--- config.mk ---
export PLATFORM = sky130hd
export DESIGN_NAME = iso8601_datetime_parser
export DESIGN_NICKNAME = d
export VERILOG_FILES = /design/src/rtl/idp_pkg.sv /design/src/rtl/idp_scanner.sv /design/src/rtl/idp_finish.sv /design/src/rtl/iso8601_datetime_parser.sv
export SDC_FILE = /design/constraint.sdc
export NUM_CORES = 2
export LEC_CHECK = 0
export BUFFER_PORTS_ARGS = -buffer_cell sky130_fd_sc_hd__buf_2
export CAP_MARGIN = 20
export CORE_MARGIN = 2
export CORE_UTILIZATION = 40
export CTS_BUF_LIST = sky130_fd_sc_hd__clkbuf_8
export DETAILED_ROUTE_END_ITERATION = 6
export SYNTH_ARGS = -nofsm -noshare
export SYNTH_HDL_FRONTEND = slang
export SYNTH_SLANG_ARGS = --single-unit
--- constraint.sdc ---
create_clock -name clk -period 20.7 [get_ports clk]
set_input_delay 2.07 -clock clk [delete_from_list [all_inputs] [get_ports clk]]
set_output_delay 2.07 -clock clk [all_outputs]
set_load 0.005 [all_outputs]
--- src/rtl/idp_pkg.sv ---
package idp_pkg;

	typedef enum logic [4:0] {
		PH_Y1 = 5'd0, PH_Y2 = 5'd1, PH_Y3 = 5'd2, PH_Y4 = 5'd3,
		PH_DASH1 = 5'd4, PH_M1 = 5'd5, PH_M2 = 5'd6, PH_DASH2 = 5'd7,
		PH_D1 = 5'd8, PH_D2 = 5'd9, PH_DATE_DONE = 5'd10,
		PH_H1 = 5'd11, PH_H2 = 5'd12, PH_COLON1 = 5'd13,
		PH_MI1 = 5'd14, PH_MI2 = 5'd15, PH_COLON2 = 5'd16,
		PH_S1 = 5'd17, PH_S2 = 5'd18, PH_TIME_DONE = 5'd19,
		PH_FRAC1 = 5'd20, PH_FRACN = 5'd21, PH_ZULU = 5'd22,
		PH_ZH1 = 5'd23, PH_ZH2 = 5'd24, PH_ZCOLON = 5'd25,
		PH_ZM1 = 5'd26, PH_ZM2 = 5'd27, PH_ZONE_DONE = 5'd28,
		PH_DEAD = 5'd29
	} phase_t;

	localparam logic [2:0] FMT_DATE = 3'd0;
	localparam logic [2:0] FMT_TIME = 3'd1;
	localparam logic [2:0] FMT_DATETIME = 3'd2;
	localparam logic [2:0] FMT_DATE_TZ = 3'd3;
	localparam logic [2:0] FMT_TIME_TZ = 3'd4;
	localparam logic [2:0] FMT_DATETIME_TZ = 3'd5;

	localparam logic [7:0] CH_T = 8'h54;
	localparam logic [7:0] CH_ZU = 8'h5A;
	localparam logic [7:0] CH_ZL = 8'h7A;
	localparam logic [7:0] CH_PLUS = 8'h2B;
	localparam logic [7:0] CH_MINUS = 8'h2D;
	localparam logic [7:0] CH_COLON = 8'h3A;
	localparam logic [7:0] CH_DOT = 8'h2E;
	localparam logic [7:0] CH_0 = 8'h30;
	localparam logic [7:0] CH_9 = 8'h39;

	// accumulated string, handed from scanner to finisher
	typedef struct packed {
		logic [2:0]  fmt;
		logic        err;
		logic        acc_ok;
		logic [13:0] year;
		logic [3:0]  month;
		logic [4:0]  day;
		logic [4:0]  hour;
		logic [5:0]  minute;
		logic [5:0]  second;
		logic [13:0] frac;
		logic [2:0]  frac_cnt;
		logic        zsign;
		logic [4:0]  zhour;
		logic [5:0]  zminute;
	} scan_t;

	function automatic logic is_time_fmt(input logic [2:0] f);
		return (f == FMT_TIME) || (f == FMT_TIME_TZ);
	endfunction

	function automatic logic is_dt_fmt(input logic [2:0] f);
		return (f == FMT_DATETIME) || (f == FMT_DATETIME_TZ);
	endfunction

	function automatic logic [4:0] days_in(input logic [13:0] y, input logic [3:0] m);
		logic leap;
		logic [26:0] qp;
		logic [7:0] q;
		logic [13:0] r100;
		logic [4:0] r;
		// century by reciprocal multiply; divisible by 400 when the century is by 4
		qp = 27'(y) * 27'd5243;
		q = 8'(qp >> 19);
		r100 = 14'(y - 14'(q) * 14'd100);
		leap = (y[1:0] == 2'b00) && ((r100 != 14'd0) || (q[1:0] == 2'b00));
		case (m)
			4'd1, 4'd3, 4'd5, 4'd7, 4'd8, 4'd10, 4'd12: r = 5'd31;
			4'd4, 4'd6, 4'd9, 4'd11: r = 5'd30;
			4'd2: r = leap ? 5'd29 : 5'd28;
			default: r = 5'd0;
		endcase
		return r;
	endfunction

endpackage

--- src/rtl/idp_scanner.sv ---
module idp_scanner import idp_pkg::*; (
	input  logic        clk,
	input  logic        arst_n,
	input  logic        en,
	input  logic [7:0]  ch,
	input  logic [2:0]  mode,
	input  logic        first,
	input  logic        last,
	output scan_t       scan
);

	phase_t      phase_q;
	logic [2:0]  fmt_q;
	logic        err_q;
	logic [13:0] year_q, frac_q;
	logic [3:0]  month_q;
	logic [4:0]  day_q, hour_q, zh_q;
	logic [5:0]  min_q, sec_q, zm_q;
	logic [2:0]  fcnt_q;
	logic        zs_q;

	// working copy after the optional restart on first
	phase_t      p;
	logic [2:0]  f;
	logic        e;
	logic [13:0] y, fr;
	logic [3:0]  mo;
	logic [4:0]  dy, hh, zh;
	logic [5:0]  mi, se, zm;
	logic [2:0]  fc;
	logic        zs;

	phase_t      np;
	logic        ne;
	logic [13:0] ny, nfr;
	logic [3:0]  nmo;
	logic [4:0]  ndy, nhh, nzh;
	logic [5:0]  nmi, nse, nzm;
	logic [2:0]  nfc;
	logic        nzs;

	logic        dig;
	logic [3:0]  d;
	logic [6:0]  two;
	logic        acc_ok;

	always_comb begin
		f = first ? mode : fmt_q;
		if (first) begin
			p = is_time_fmt(mode) ? PH_H1 : PH_Y1;
			e = (mode > FMT_DATETIME_TZ);
			y = '0; mo = '0; dy = '0; hh = '0; mi = '0; se = '0;
			fr = '0; fc = '0; zs = 1'b0; zh = '0; zm = '0;
		end else begin
			p = phase_q; e = err_q;
			y = year_q; mo = month_q; dy = day_q; hh = hour_q; mi = min_q; se = sec_q;
			fr = frac_q; fc = fcnt_q; zs = zs_q; zh = zh_q; zm = zm_q;
		end
		dig = (ch >= CH_0) && (ch <= CH_9);
		d = dig ? 4'(ch - CH_0) : 4'd0;
		np = p; ne = e;
		ny = y; nmo = mo; ndy = dy; nhh = hh; nmi = mi; nse = se;
		nfr = fr; nfc = fc; nzs = zs; nzh = zh; nzm = zm;
		two = 7'd0;
		if (!e) begin
			unique case (p)
				PH_Y1, PH_Y2, PH_Y3, PH_Y4, PH_M1, PH_M2, PH_D1, PH_D2, PH_H1, PH_H2,
				PH_MI1, PH_MI2, PH_S1, PH_S2, PH_ZH1, PH_ZH2, PH_ZM1, PH_ZM2: begin
					if (!dig) begin
						ne = 1'b1;
					end else begin
						np = phase_t'(p + 5'd1);
						case (p)
							PH_Y1, PH_Y2, PH_Y3, PH_Y4: ny = 14'(y * 14'd10 + 14'(d));
							PH_M1: nmo = d;
							PH_M2: begin
								two = 7'(mo * 7'd10 + 7'(d));
								if (two < 7'd1 || two > 7'd12) ne = 1'b1;
								else nmo = two[3:0];
							end
							PH_D1: ndy = 5'(d);
							PH_D2: begin
								two = 7'(dy * 7'd10 + 7'(d));
								if (two < 7'd1 || two > 7'd31) ne = 1'b1;
								else begin
									ndy = two[4:0];
									if (y < 14'd1 || two[4:0] > days_in(y, mo)) ne = 1'b1;
								end
								if (y < 14'd1) ne = 1'b1;
							end
							PH_H1: nhh = 5'(d);
							PH_H2: begin
								two = 7'(hh * 7'd10 + 7'(d));
								if (two > 7'd24) ne = 1'b1; else nhh = two[4:0];
							end
							PH_MI1: nmi = 6'(d);
							PH_MI2: begin
								two = 7'(mi * 7'd10 + 7'(d));
								if (two > 7'd59) ne = 1'b1; else nmi = two[5:0];
							end
							PH_S1: nse = 6'(d);
							PH_S2: begin
								two = 7'(se * 7'd10 + 7'(d));
								if (two > 7'd59) ne = 1'b1;
								else begin
									nse = two[5:0];
									if (hh == 5'd24 && (mi != 6'd0 || two != 7'd0)) ne = 1'b1;
								end
								if (two > 7'd59 && hh == 5'd24 && mi != 6'd0) ne = 1'b1;
							end
							PH_ZH1: nzh = 5'(d);
							PH_ZH2: begin
								two = 7'(zh * 7'd10 + 7'(d));
								if (two > 7'd23) ne = 1'b1; else nzh = two[4:0];
							end
							PH_ZM1: nzm = 6'(d);
							default: begin
								two = 7'(zm * 7'd10 + 7'(d));
								if (two > 7'd59) ne = 1'b1; else nzm = two[5:0];
							end
						endcase
						if (ne) np = p;
					end
				end
				PH_DASH1, PH_DASH2: begin
					if (ch == CH_MINUS) np = phase_t'(p + 5'd1); else ne = 1'b1;
				end
				PH_COLON1, PH_COLON2, PH_ZCOLON: begin
					if (ch == CH_COLON) np = phase_t'(p + 5'd1); else ne = 1'b1;
				end
				PH_DATE_DONE, PH_TIME_DONE, PH_FRACN: begin
					if (p == PH_DATE_DONE && is_dt_fmt(f)) begin
						if (ch == CH_T) np = PH_H1; else ne = 1'b1;
					end else if (p == PH_TIME_DONE && ch == CH_DOT) begin
						np = PH_FRAC1;
					end else if (p == PH_FRACN && dig) begin
						if (fc < 3'd4) begin
							nfr = 14'(fr * 14'd10 + 14'(d));
							nfc = 3'(fc + 3'd1);
						end
					end else if (ch == CH_ZU || ch == CH_ZL) begin
						np = PH_ZULU;
					end else if (ch == CH_PLUS) begin
						nzs = 1'b0; np = PH_ZH1;
					end else if (ch == CH_MINUS) begin
						nzs = 1'b1; np = PH_ZH1;
					end else begin
						ne = 1'b1;
					end
				end
				PH_FRAC1: begin
					if (!dig) ne = 1'b1;
					else begin
						nfr = 14'(d); nfc = 3'd1; np = PH_FRACN;
					end
				end
				default: ne = 1'b1;
			endcase
		end
		if (np == PH_ZULU || np == PH_ZONE_DONE) acc_ok = 1'b1;
		else if (f == FMT_DATE || f == FMT_DATE_TZ) acc_ok = (np == PH_DATE_DONE);
		else acc_ok = (np == PH_TIME_DONE) || (np == PH_FRACN);
	end

	always_comb begin
		scan.fmt = f; scan.err = ne; scan.acc_ok = acc_ok;
		scan.year = ny; scan.month = nmo; scan.day = ndy; scan.hour = nhh;
		scan.minute = nmi; scan.second = nse; scan.frac = nfr; scan.frac_cnt = nfc;
		scan.zsign = nzs; scan.zhour = nzh; scan.zminute = nzm;
	end

	always_ff @(posedge clk or negedge arst_n) begin
		if (!arst_n) begin
			phase_q <= PH_Y1; fmt_q <= FMT_DATE; err_q <= 1'b0;
			year_q <= '0; month_q <= '0; day_q <= '0; hour_q <= '0; min_q <= '0;
			sec_q <= '0; frac_q <= '0; fcnt_q <= '0; zs_q <= 1'b0; zh_q <= '0; zm_q <= '0;
		end else if (en) begin
			fmt_q <= f;
			if (last) begin
				phase_q <= is_time_fmt(f) ? PH_H1 : PH_Y1;
				err_q <= (f > FMT_DATETIME_TZ);
				year_q <= '0; month_q <= '0; day_q <= '0; hour_q <= '0; min_q <= '0;
				sec_q <= '0; frac_q <= '0; fcnt_q <= '0; zs_q <= 1'b0; zh_q <= '0; zm_q <= '0;
			end else begin
				phase_q <= np; err_q <= ne;
				year_q <= ny; month_q <= nmo; day_q <= ndy; hour_q <= nhh; min_q <= nmi;
				sec_q <= nse; frac_q <= nfr; fcnt_q <= nfc; zs_q <= nzs; zh_q <= nzh;
				zm_q <= nzm;
			end
		end
	end

endmodule

--- src/rtl/idp_finish.sv ---
module idp_finish import idp_pkg::*; (
	input  logic        clk,
	input  logic        arst_n,
	input  logic        in_valid,
	output logic        in_ready,
	input  scan_t       scan,
	output logic        valid,
	input  logic        ready,
	output logic        status,
	output logic [13:0] year,
	output logic [3:0]  month,
	output logic [4:0]  day,
	output logic [4:0]  hour,
	output logic [5:0]  minute,
	output logic [5:0]  second,
	output logic [9:0]  millisecond,
	output logic signed [11:0] offset_minutes
);

	// stage 1: round fraction, build offset in minutes
	logic        v_s1;
	scan_t       sc_s1;
	logic [9:0]  ms_s1;
	logic        msc_s1;
	logic [10:0] offm_s1;

	logic [13:0] prod;
	logic [14:0] rnd;
	logic [29:0] rq;
	logic [10:0] rms;
	logic [10:0] offm;

	always_comb begin
		case (scan.frac_cnt)
			3'd1: prod = 14'(scan.frac * 14'd1000);
			3'd2: prod = 14'(scan.frac * 14'd100);
			3'd3: prod = 14'(scan.frac * 14'd10);
			3'd4: prod = scan.frac;
			default: prod = 14'd0;
		endcase
		rnd = 15'(prod) + 15'd5;
		// divide by ten via reciprocal
		rq = 30'(rnd) * 30'd52429;
		rms = 11'(rq >> 19);
		offm = 11'(scan.zhour * 11'd60 + 11'(scan.zminute));
	end

	logic s2_free;
	assign in_ready = !v_s1 || s2_free;

	always_ff @(posedge clk or negedge arst_n) begin
		if (!arst_n) v_s1 <= 1'b0;
		else if (in_ready) v_s1 <= in_valid;
	end
	always_ff @(posedge clk) begin
		if (in_ready && in_valid) begin
			sc_s1 <= scan;
			msc_s1 <= (rms >= 11'd1000);
			ms_s1 <= (rms >= 11'd1000) ? 10'(rms - 11'd1000) : rms[9:0];
			offm_s1 <= offm;
		end
	end

	// stage 2: time in minutes of day, offset subtracted for FMT_TIME and FMT_DATETIME, then date carry
	logic        has_date, has_time, sub_off, bad, h24;
	logic [5:0]  s_adj;
	logic        c_min;
	logic signed [12:0] tmin;
	logic        dlt_p, dlt_n;
	logic [10:0] tm;
	logic [21:0] hprod;
	logic [4:0]  tm_h;
	logic [5:0]  tm_m;
	logic [13:0] y;
	logic [3:0]  mo;
	logic [4:0]  dy, dim, dimp;
	logic [3:0]  mprev;
	logic [13:0] yprev;
	logic signed [11:0] off_s;

	always_comb begin
		has_date = !is_time_fmt(sc_s1.fmt);
		has_time = (sc_s1.fmt != FMT_DATE) && (sc_s1.fmt != FMT_DATE_TZ);
		sub_off = (sc_s1.fmt == FMT_TIME) || (sc_s1.fmt == FMT_DATETIME);
		off_s = sc_s1.zsign ? -$signed({1'b0, offm_s1}) : $signed({1'b0, offm_s1});
		h24 = (sc_s1.hour == 5'd24);
		bad = sc_s1.err || !sc_s1.acc_ok || (sc_s1.fmt > FMT_DATETIME_TZ);
		if (has_time && h24 && (ms_s1 != 10'd0 || msc_s1 || offm_s1 != 11'd0)) bad = 1'b1;
		c_min = msc_s1 && (sc_s1.second == 6'd59);
		s_adj = msc_s1 ? (c_min ? 6'd0 : 6'(sc_s1.second + 6'd1)) : sc_s1.second;
		tmin = $signed({2'b0, 11'(sc_s1.hour * 11'd60 + 11'(sc_s1.minute))})
			+ $signed({12'b0, c_min});
		if (sub_off) tmin = tmin - 13'(off_s);
		dlt_n = tmin < 0;
		dlt_p = tmin >= 13'sd1440;
		if (dlt_n) tm = 11'(tmin + 13'sd1440);
		else if (dlt_p) tm = 11'(tmin - 13'sd1440);
		else tm = 11'(tmin);
		// hour by reciprocal of sixty, minute as remainder
		hprod = 22'(tm) * 22'd2185;
		tm_h = 5'(hprod >> 17);
		tm_m = 6'(tm - 11'(tm_h) * 11'd60);
		y = sc_s1.year; mo = sc_s1.month; dy = sc_s1.day;
		dim = days_in(y, mo);
		mprev = (mo > 4'd1) ? 4'(mo - 4'd1) : 4'd12;
		yprev = (mo > 4'd1) ? y : 14'(y - 14'd1);
		dimp = days_in(yprev, mprev);
		if (has_time && !h24 && has_date && dlt_p) begin
			if (dy < dim) dy = 5'(dy + 5'd1);
			else begin
				dy = 5'd1;
				if (mo < 4'd12) mo = 4'(mo + 4'd1);
				else begin
					mo = 4'd1; y = 14'(y + 14'd1);
				end
				if (y > 14'd9999) bad = 1'b1;
			end
		end else if (has_time && !h24 && has_date && dlt_n) begin
			if (dy > 5'd1) dy = 5'(dy - 5'd1);
			else begin
				mo = mprev; y = yprev; dy = dimp;
				if (yprev < 14'd1) bad = 1'b1;
			end
		end
	end

	assign s2_free = !valid || ready;

	always_ff @(posedge clk or negedge arst_n) begin
		if (!arst_n) valid <= 1'b0;
		else if (s2_free) valid <= v_s1;
	end
	always_ff @(posedge clk) begin
		if (s2_free && v_s1) begin
			status <= bad;
			year <= (bad || !has_date) ? 14'd0 : y;
			month <= (bad || !has_date) ? 4'd0 : mo;
			day <= (bad || !has_date) ? 5'd0 : dy;
			if (bad || !has_time) begin
				hour <= '0; minute <= '0; second <= '0; millisecond <= '0;
			end else if (h24) begin
				hour <= 5'd24; minute <= '0; second <= '0; millisecond <= '0;
			end else begin
				hour <= tm_h;
				minute <= tm_m;
				second <= s_adj;
				millisecond <= ms_s1;
			end
			offset_minutes <= (bad || sc_s1.fmt < FMT_DATE_TZ) ? 12'sd0 : off_s;
		end
	end

endmodule

--- src/rtl/iso8601_datetime_parser.sv ---
// ISO 8601 date/time parser.
// Input channel: one character beat per cycle on ch with valid/ready, while in_ready is high. first
// marks the opening character and samples mode; last marks the closing one.
// Output channel: one result beat per string, raised for the beat that had
// last set: status (0 good, 1 error) and the decoded fields, all zero on error.
// The scanner's next state and the fraction rounding are registered in the
// first stage, the offset and date carry in the result register.
// Throughput: one character per cycle sustained while in_ready is high.
// A stalled receiver holds the result; characters keep being taken until the
// first stage also holds a finished string, then ready falls.
// Reset clears the scanner to the start of a date string with date mode
// latched and empties the result pipeline.
module iso8601_datetime_parser import idp_pkg::*; (
	input  logic        clk,
	input  logic        arst_n,
	input  logic        in_valid,
	output logic        in_ready,
	input  logic [7:0]  ch,
	input  logic [2:0]  mode,
	input  logic        first,
	input  logic        last,
	output logic        out_valid,
	input  logic        out_ready,
	output logic        status,
	output logic [13:0] year,
	output logic [3:0]  month,
	output logic [4:0]  day,
	output logic [4:0]  hour,
	output logic [5:0]  minute,
	output logic [5:0]  second,
	output logic [9:0]  millisecond,
	output logic signed [11:0] offset_minutes
);

	scan_t scan;
	logic  fin_ready;

	assign in_ready = fin_ready;

	idp_scanner u_scan (
		.clk(clk), .arst_n(arst_n), .en(in_valid && fin_ready),
		.ch(ch), .mode(mode), .first(first), .last(last), .scan(scan)
	);

	idp_finish u_fin (
		.clk(clk), .arst_n(arst_n),
		.in_valid(in_valid && last), .in_ready(fin_ready), .scan(scan),
		.valid(out_valid), .ready(out_ready), .status(status),
		.year(year), .month(month), .day(day), .hour(hour), .minute(minute),
		.second(second), .millisecond(millisecond), .offset_minutes(offset_minutes)
	);

endmodule
# ---- Word level (Yosys, flattened, before mapping)
# Cells that the tools add are included.
dict set report totals {
  ff_bits 211
  inputBits 17
  out_inout_bits 65
  word_cells 474
}
dict set report op_classes {
  multipliers 23
  order_cmp 27
  reduce_logical 83
  muxes 178
  eq_ne 92
  add_sub_neg 32
}
# op n
set op_table {}
lappend op_table {{$mux W14} 22}
lappend op_table {{$mux W5} 43}
lappend op_table {{$mux W6} 20}
lappend op_table {{$eq A5 B5 Y1 const B} 17}
lappend op_table {{$mul A14 B13 Y27 const B} 3}
lappend op_table {{$eq A4 B4 Y1 const B} 15}
lappend op_table {{$mux W4} 15}
lappend op_table {{$pmux W14 S4} 1}
lappend op_table {{$add A7 B4 Y7} 7}
lappend op_table {{$eq A4 B3 Y1 const B} 12}
lappend op_table {{$mux W1} 48}
lappend op_table {{$eq A5 B4 Y1 const B} 9}
lappend op_table {{$pmux W5 S3} 3}
lappend op_table {{$mul A14 B3 Y13 const B} 3}
lappend op_table {{$reduce_bool A14 Y1} 3}
lappend op_table {{$sub A14 B14 Y14} 3}
lappend op_table {{$mul A8 B5 Y12 const B} 3}
lappend op_table {{$pmux W6 S2} 3}
lappend op_table {{$eq A8 B6 Y1 const B} 4}
lappend op_table {{$mul A15 B16 Y30 const B} 1}
lappend op_table {{$pmux W5 S2} 3}
lappend op_table {{$add A14 B4 Y14} 2}
lappend op_table {{$lt A14 B1 Y1 const B} 2}
lappend op_table {{$pmux W14 S2} 1}
lappend op_table {{other kinds (82)} 192}

# ---- Logic depth before layout (Yosys ltp)
dict set report logic_depth {
  word_depth 30
  mapped_depth 64
}

# ---- Modules after synthesis
# A second synthesis with hierarchy kept.
dict set report hier_totals {
  cells_unflattened 4402
  area_unflattened_um2 39837.0
}
# mod n_inst area_each_um2 cells_per_inst seq_area_each_um2
set modules_own_cells {}
lappend modules_own_cells {idp_finish 1 25443.2 2625 3983.8}
lappend modules_own_cells {idp_scanner 1 14381.3 1775 1951.9}
lappend modules_own_cells {iso8601_datetime_parser 1 12.5 2 0.0}

# ---- Worst setup path before layout
# No wires, ideal clock.
dict set report synth_timing {
  path_kind {in2reg}
  start {in first}
  end {reg u_fin.ms_s1[3], data pin}
  path_slack_ns 3.381
  setup_ns 0.265
  stages 61
  t_arrival_ns 17.053
  n_path_buf 8
  cell_sequence {buf_2 clkbuf_1 clkbuf_1 clkbuf_1 clkbuf_1 clkbuf_1 clkbuf_1 clkbuf_1 nor2b_1 ha_1 ha_1 inv_1 fa_1 or2b_1 or4_1 xnor2_1 o2111ai_1 o211ai_1 (+25 left out) ha_1 a21o_1 a21o_1 a211o_1 a21oi_1 o21ai_0 or3_1 a2111oi_2 nor2_1 and2_1 or2_2 a21oi_1 xor2_1 ha_1 inv_1 o211ai_1 o21ai_1 xnor2_1}
}
dict set report synth_via {
  elab_chain_cells 15
  word_cells_on_any_way 47
  cone_classes {4 x add/sub; 5 x mul; 2 x order compare; 10 x eq/ne; 21 x mux; 5 x reduce/logical}
}
# element line_no
set synth_rtl {}
lappend synth_rtl {{from (decl)} iso8601_datetime_parser.sv:20} ;# input logic first,
lappend synth_rtl {{$mux W14} idp_scanner.sv:49} ;# if (first) begin
lappend synth_rtl {{$mul A14 B3 Y13} idp_scanner.sv:138} ;# nfr = 14'(fr * 14'd10 + 14'(d));
lappend synth_rtl {{$add A14 B4 Y14} idp_scanner.sv:138}
lappend synth_rtl {{$mux W14} idp_scanner.sv:137} ;# if (fc < 3'd4) begin
lappend synth_rtl {{$mux W14} idp_scanner.sv:136} ;# end else if (p == PH_FRACN && dig) begin
lappend synth_rtl {{$mux W14} idp_scanner.sv:134} ;# end else if (p == PH_TIME_DONE && ch == CH_DOT) begin
lappend synth_rtl {{$mux W14} idp_scanner.sv:132} ;# if (p == PH_DATE_DONE && is_dt_fmt(f)) begin
lappend synth_rtl {{$pmux W14 S2} idp_scanner.sv:66} ;# unique case (p)
lappend synth_rtl {{$mux W14} idp_scanner.sv:65} ;# if (!e) begin
lappend synth_rtl {{$mul A14 B3 Y13, or another cell as far along} idp_finish.sv:37} ;# 3'd3: prod = 14'(scan.frac * 14'd10);
lappend synth_rtl {{$pmux W14 S4 *} idp_finish.sv:34} ;# case (scan.frac_cnt)
lappend synth_rtl {{$add A14 B3 Y15 *} idp_finish.sv:41} ;# rnd = 15'(prod) + 15'd5;
lappend synth_rtl {{$mul A15 B16 Y30 *} idp_finish.sv:43} ;# rq = 30'(rnd) * 30'd52429;
lappend synth_rtl {{$sub A10 B10 Y10 / $ge A11 B10 Y1 (equally long branches)} idp_finish.sv:59} ;# ms_s1 <= (rms >= 11'd1000) ? 10'(rms - 11'd1000) : rms[9:0];
lappend synth_rtl {{$mux W10 *} idp_finish.sv:59}
lappend synth_rtl {{to (signal assigned)} idp_finish.sv:59}
lappend synth_rtl {{to (decl)} idp_finish.sv:23} ;# logic [9:0] ms_s1;
# Every way passes the cells marked *; elsewhere a longest branch is shown, timed or not.
# A chain may end at the register's enable or synchronous reset.

# ---- Worst setup path after layout
# Same ends and word-level chain as after synthesis.

==> flow_metrics.tcl <==
set metrics [dict create \
    slowest_delay_ps 800 \
    crit_path_start_kind "input port" \
    drv_cap 0 \
    synth-seq-cells 211 \
    power_density_nw_per_um2 107 \
    die_h_microns 319 \
    antenna_left 0 \
    path_common_cell "fa_1" \
    period_share_pct 84.6 \
    ys.flop_type "edfxtp_1" \
    max_clock_freq_mhz 57.1 \
    synth_nets 5513 \
    path_max_fanout 31 \
    hold_viol 0 \
    drc 0 \
    dp_slack_ps 2710 \
    clock_latency_ps 650 \
    cp.required_ps 21060 \
    first_pass_iters 6 \
    grt_overflow 0 \
    peakVddDrop_v 0.000417 \
    grt_pass1_vias 31770 \
    fin_hold_ws_ps 481 \
    vias_per_cell 5.37 \
    numCtsBuffers 43 \
    start_util_pct 40.3 \
    ys_warn_count 0 \
    cts_buffer_depth 3 \
    max_slew.worst_pin.slew_ps 1170 \
    cts_htree_levels 2 \
    async_flop_share_pct 37.9 \
    clockRootBuffer "clkbuf_8" \
    io_buffers 81 \
    grt_start_max_net_pins 83 \
    cts_tree "done" \
    syn_to_final_growth_pct 7.59 \
    worst_ep_arrival_time_ps 17870 \
    die-width_microns 319 \
    cts_setup_buffers 0 \
    syn-cell-area_sq_um 39600 \
    skew_ps 36.3 \
    rsz0062_at_grt "no" \
    grt_usage_pct 20.9 \
    grt_pass1_wl_mm 172 \
    crit_buf_inv 9 \
    cts_sinks 211 \
    min-delay-path-class "flop to flop" \
    end_kind "flop" \
    fill_cells 9624 \
    cpLargestDelayFamily "adder cells" \
    hpwl_mm 85.8 \
    finalWirelength_mm 105 \
    crit_path_top_delay_cell "a31oi_1" \
    fp-row-count 115 \
    avgSynthCellArea_sq_um 9.03 \
    drt_first_iter_violations 1848 \
    finalPower_mw 4.57 \
    coreArea_sq_um 98300 \
    cts_hold_buffers 0 \
    antenna_found_initial 11 \
    leakagePower_nw 21.6 \
    run_status "completed" \
    relSlewSlack_pct 21.2 \
    drive_gt1_share_pct 6.07 \
    gp_congestion 0.923 \
    worstSetupPathType "input port to flop" \
    clk_pin_slew_ps 60 \
    ys_seq_area_share_pct 15.0 \
    final.setup.tns_ps 0 \
    min_period_ps 17500 \
    synth.distinct_cells 111 \
    vias 31021 \
    setup_ws_ps 3200 \
    synth-edff-count 131 \
    nNetsFinal 5582 \
    boundaryPins 82 \
    maxSlewViolCount 0 \
    postCtsResizedCells 0 \
    routedWlPerCell_microns 18.1 \
    die_area_sq_um 101000 \
    setup_viol 0 \
    synthCells 4382 \
]
==> cells by family after synthesis <==
logic type / count (synthesis) / synth area share (%)
compound gates: 868 / 15.0
xor+xnor: 303 / 6.87
fa+ha+maj: 1121 / 41.6
buf+inv: 866 / 8.27
flops: 211 / 15.0
mux: 26 / 0.683
simple gates: 987 / 12.6
==> tightest hold or removal path: stages (launching register included) <==
cell	delay, ps
dfrtp_1	340
nand2_1	40
o21ai_0	60
==> stage by stage <==
stage | utilization [%] | std cells | cell area (sq um)
2_1_floorplan | - | 4382 | 39600
3_3_place_gp | 42.3 | 5692 | 41600
3_5_place_dp | 42.3 | 5692 | 41600
4_1_cts | 43.3 | 5770 | 42600
5_1_grt | 43.3 | 5774 | 42600
6_report | 43.3 | 5774 | 42600
==> cells in the mapped netlist (all sizes together) (23+ instances only) <==
master / n / area [sq um]
o31ai: 28 / 215
o21bai: 23 / 173
nand2: 243 / 915
xor2: 93 / 815
nand3: 71 / 355
nor2b: 85 / 532
a21o: 87 / 653
inv: 764 / 2870
a211oi: 29 / 223
and3: 34 / 213
clkbuf: 84 / 315
nor3: 78 / 400
ha: 788 / 9860
nand2b: 29 / 181
xnor2: 207 / 1840
a31oi: 35 / 225
o22ai: 23 / 144
a22oi: 32 / 245
edfxtp: 131 / 3930
nor2: 247 / 937
a22o: 65 / 569
nand4: 27 / 181
o21a: 30 / 226
nor4: 26 / 199
dfrtp: 80 / 2000
and2: 40 / 250
a21oi: 173 / 873
or3: 24 / 150
fa: 326 / 6530
o21ai: 173 / 870
==> cells in the final DEF (no fill, tap or decap), types with 80 or more instances in the layout <==
cell type / n
nand2_1: 241
inv_1: 768
ha_1: 788
o21ai_0: 163
nor2_1: 242
a21oi_1: 171
edfxtp_1: 131
buf_2: 80
xnor2_1: 204
a21o_1: 87
xor2_1: 93
fa_1: 326
nor2b_1: 85
dfrtp_1: 80
==> area by class of cell <==
| class | instances | area [sq um] | share of cell area, % |
|---|---|---|---|
| repair buffers | 126 | 743 | 1.75 |
| diodes | 3 | 7.51 | 0.0176 |
| multi-input cells | 3305 | 30400 | 71.4 |
| well taps | 1287 | 1610 | 3.78 |
| flip-flops and latches | 211 | 5940 | 13.9 |
| inverters | 764 | 2870 | 6.73 |
| clock inverters | 34 | 392 | 0.920 |
| clock buffers | 44 | 606 | 1.42 |
==> path summary, 6_finish.rpt <==
path	slack [ps]	to	start	depth (start not counted)
worst max register to register	5110	u_fin.ms_s1[3]	u_scan.phase_q[0]	52
worst min register to register	480	u_scan.zh_q[4]	u_scan.zh_q[4]	2
min in group asynchronous	1420	u_scan.fcnt_q[0]	arst_n	1
max in group asynchronous	18160	u_scan.day_q[2]	arst_n	2
worst max-delay path	3200	u_fin.ms_s1[3]	first	55
worst min-delay path	480	u_scan.zh_q[4]	u_scan.zh_q[4]	2
==> layer usage <==
layer,track usage [%],routed length [microns],vias to the layer above
li1,-,-,15180
met1,28.6,48200,14961
met2,35.3,49200,726
met3,2.10,4660,146
met4,5.28,2350,8
met5,0,47,-
==> state kept, by name (all words and copies together), names as in the netlist, 10 cells and up <==
name and flops:
u_fin.ms_s1 10, u_fin.offm_s1 11, u_scan.frac_q 14, u_fin.sc_s1 46, u_fin.year 14, u_fin.offset_minutes 12
u_fin.millisecond 10, u_scan.year_q 14
==> report_power, final <==
group	switching, mW	total (mW)	leakage (nW)	internal [mW]
combinational	1.87	3.54	18.7	1.67
sequential	0.0202	0.496	2.37	0.476
clock	0.224	0.527	0.524	0.304
total	2.12	4.57	21.6	2.45
Note: power is estimated with default switching activity, not from simulation.
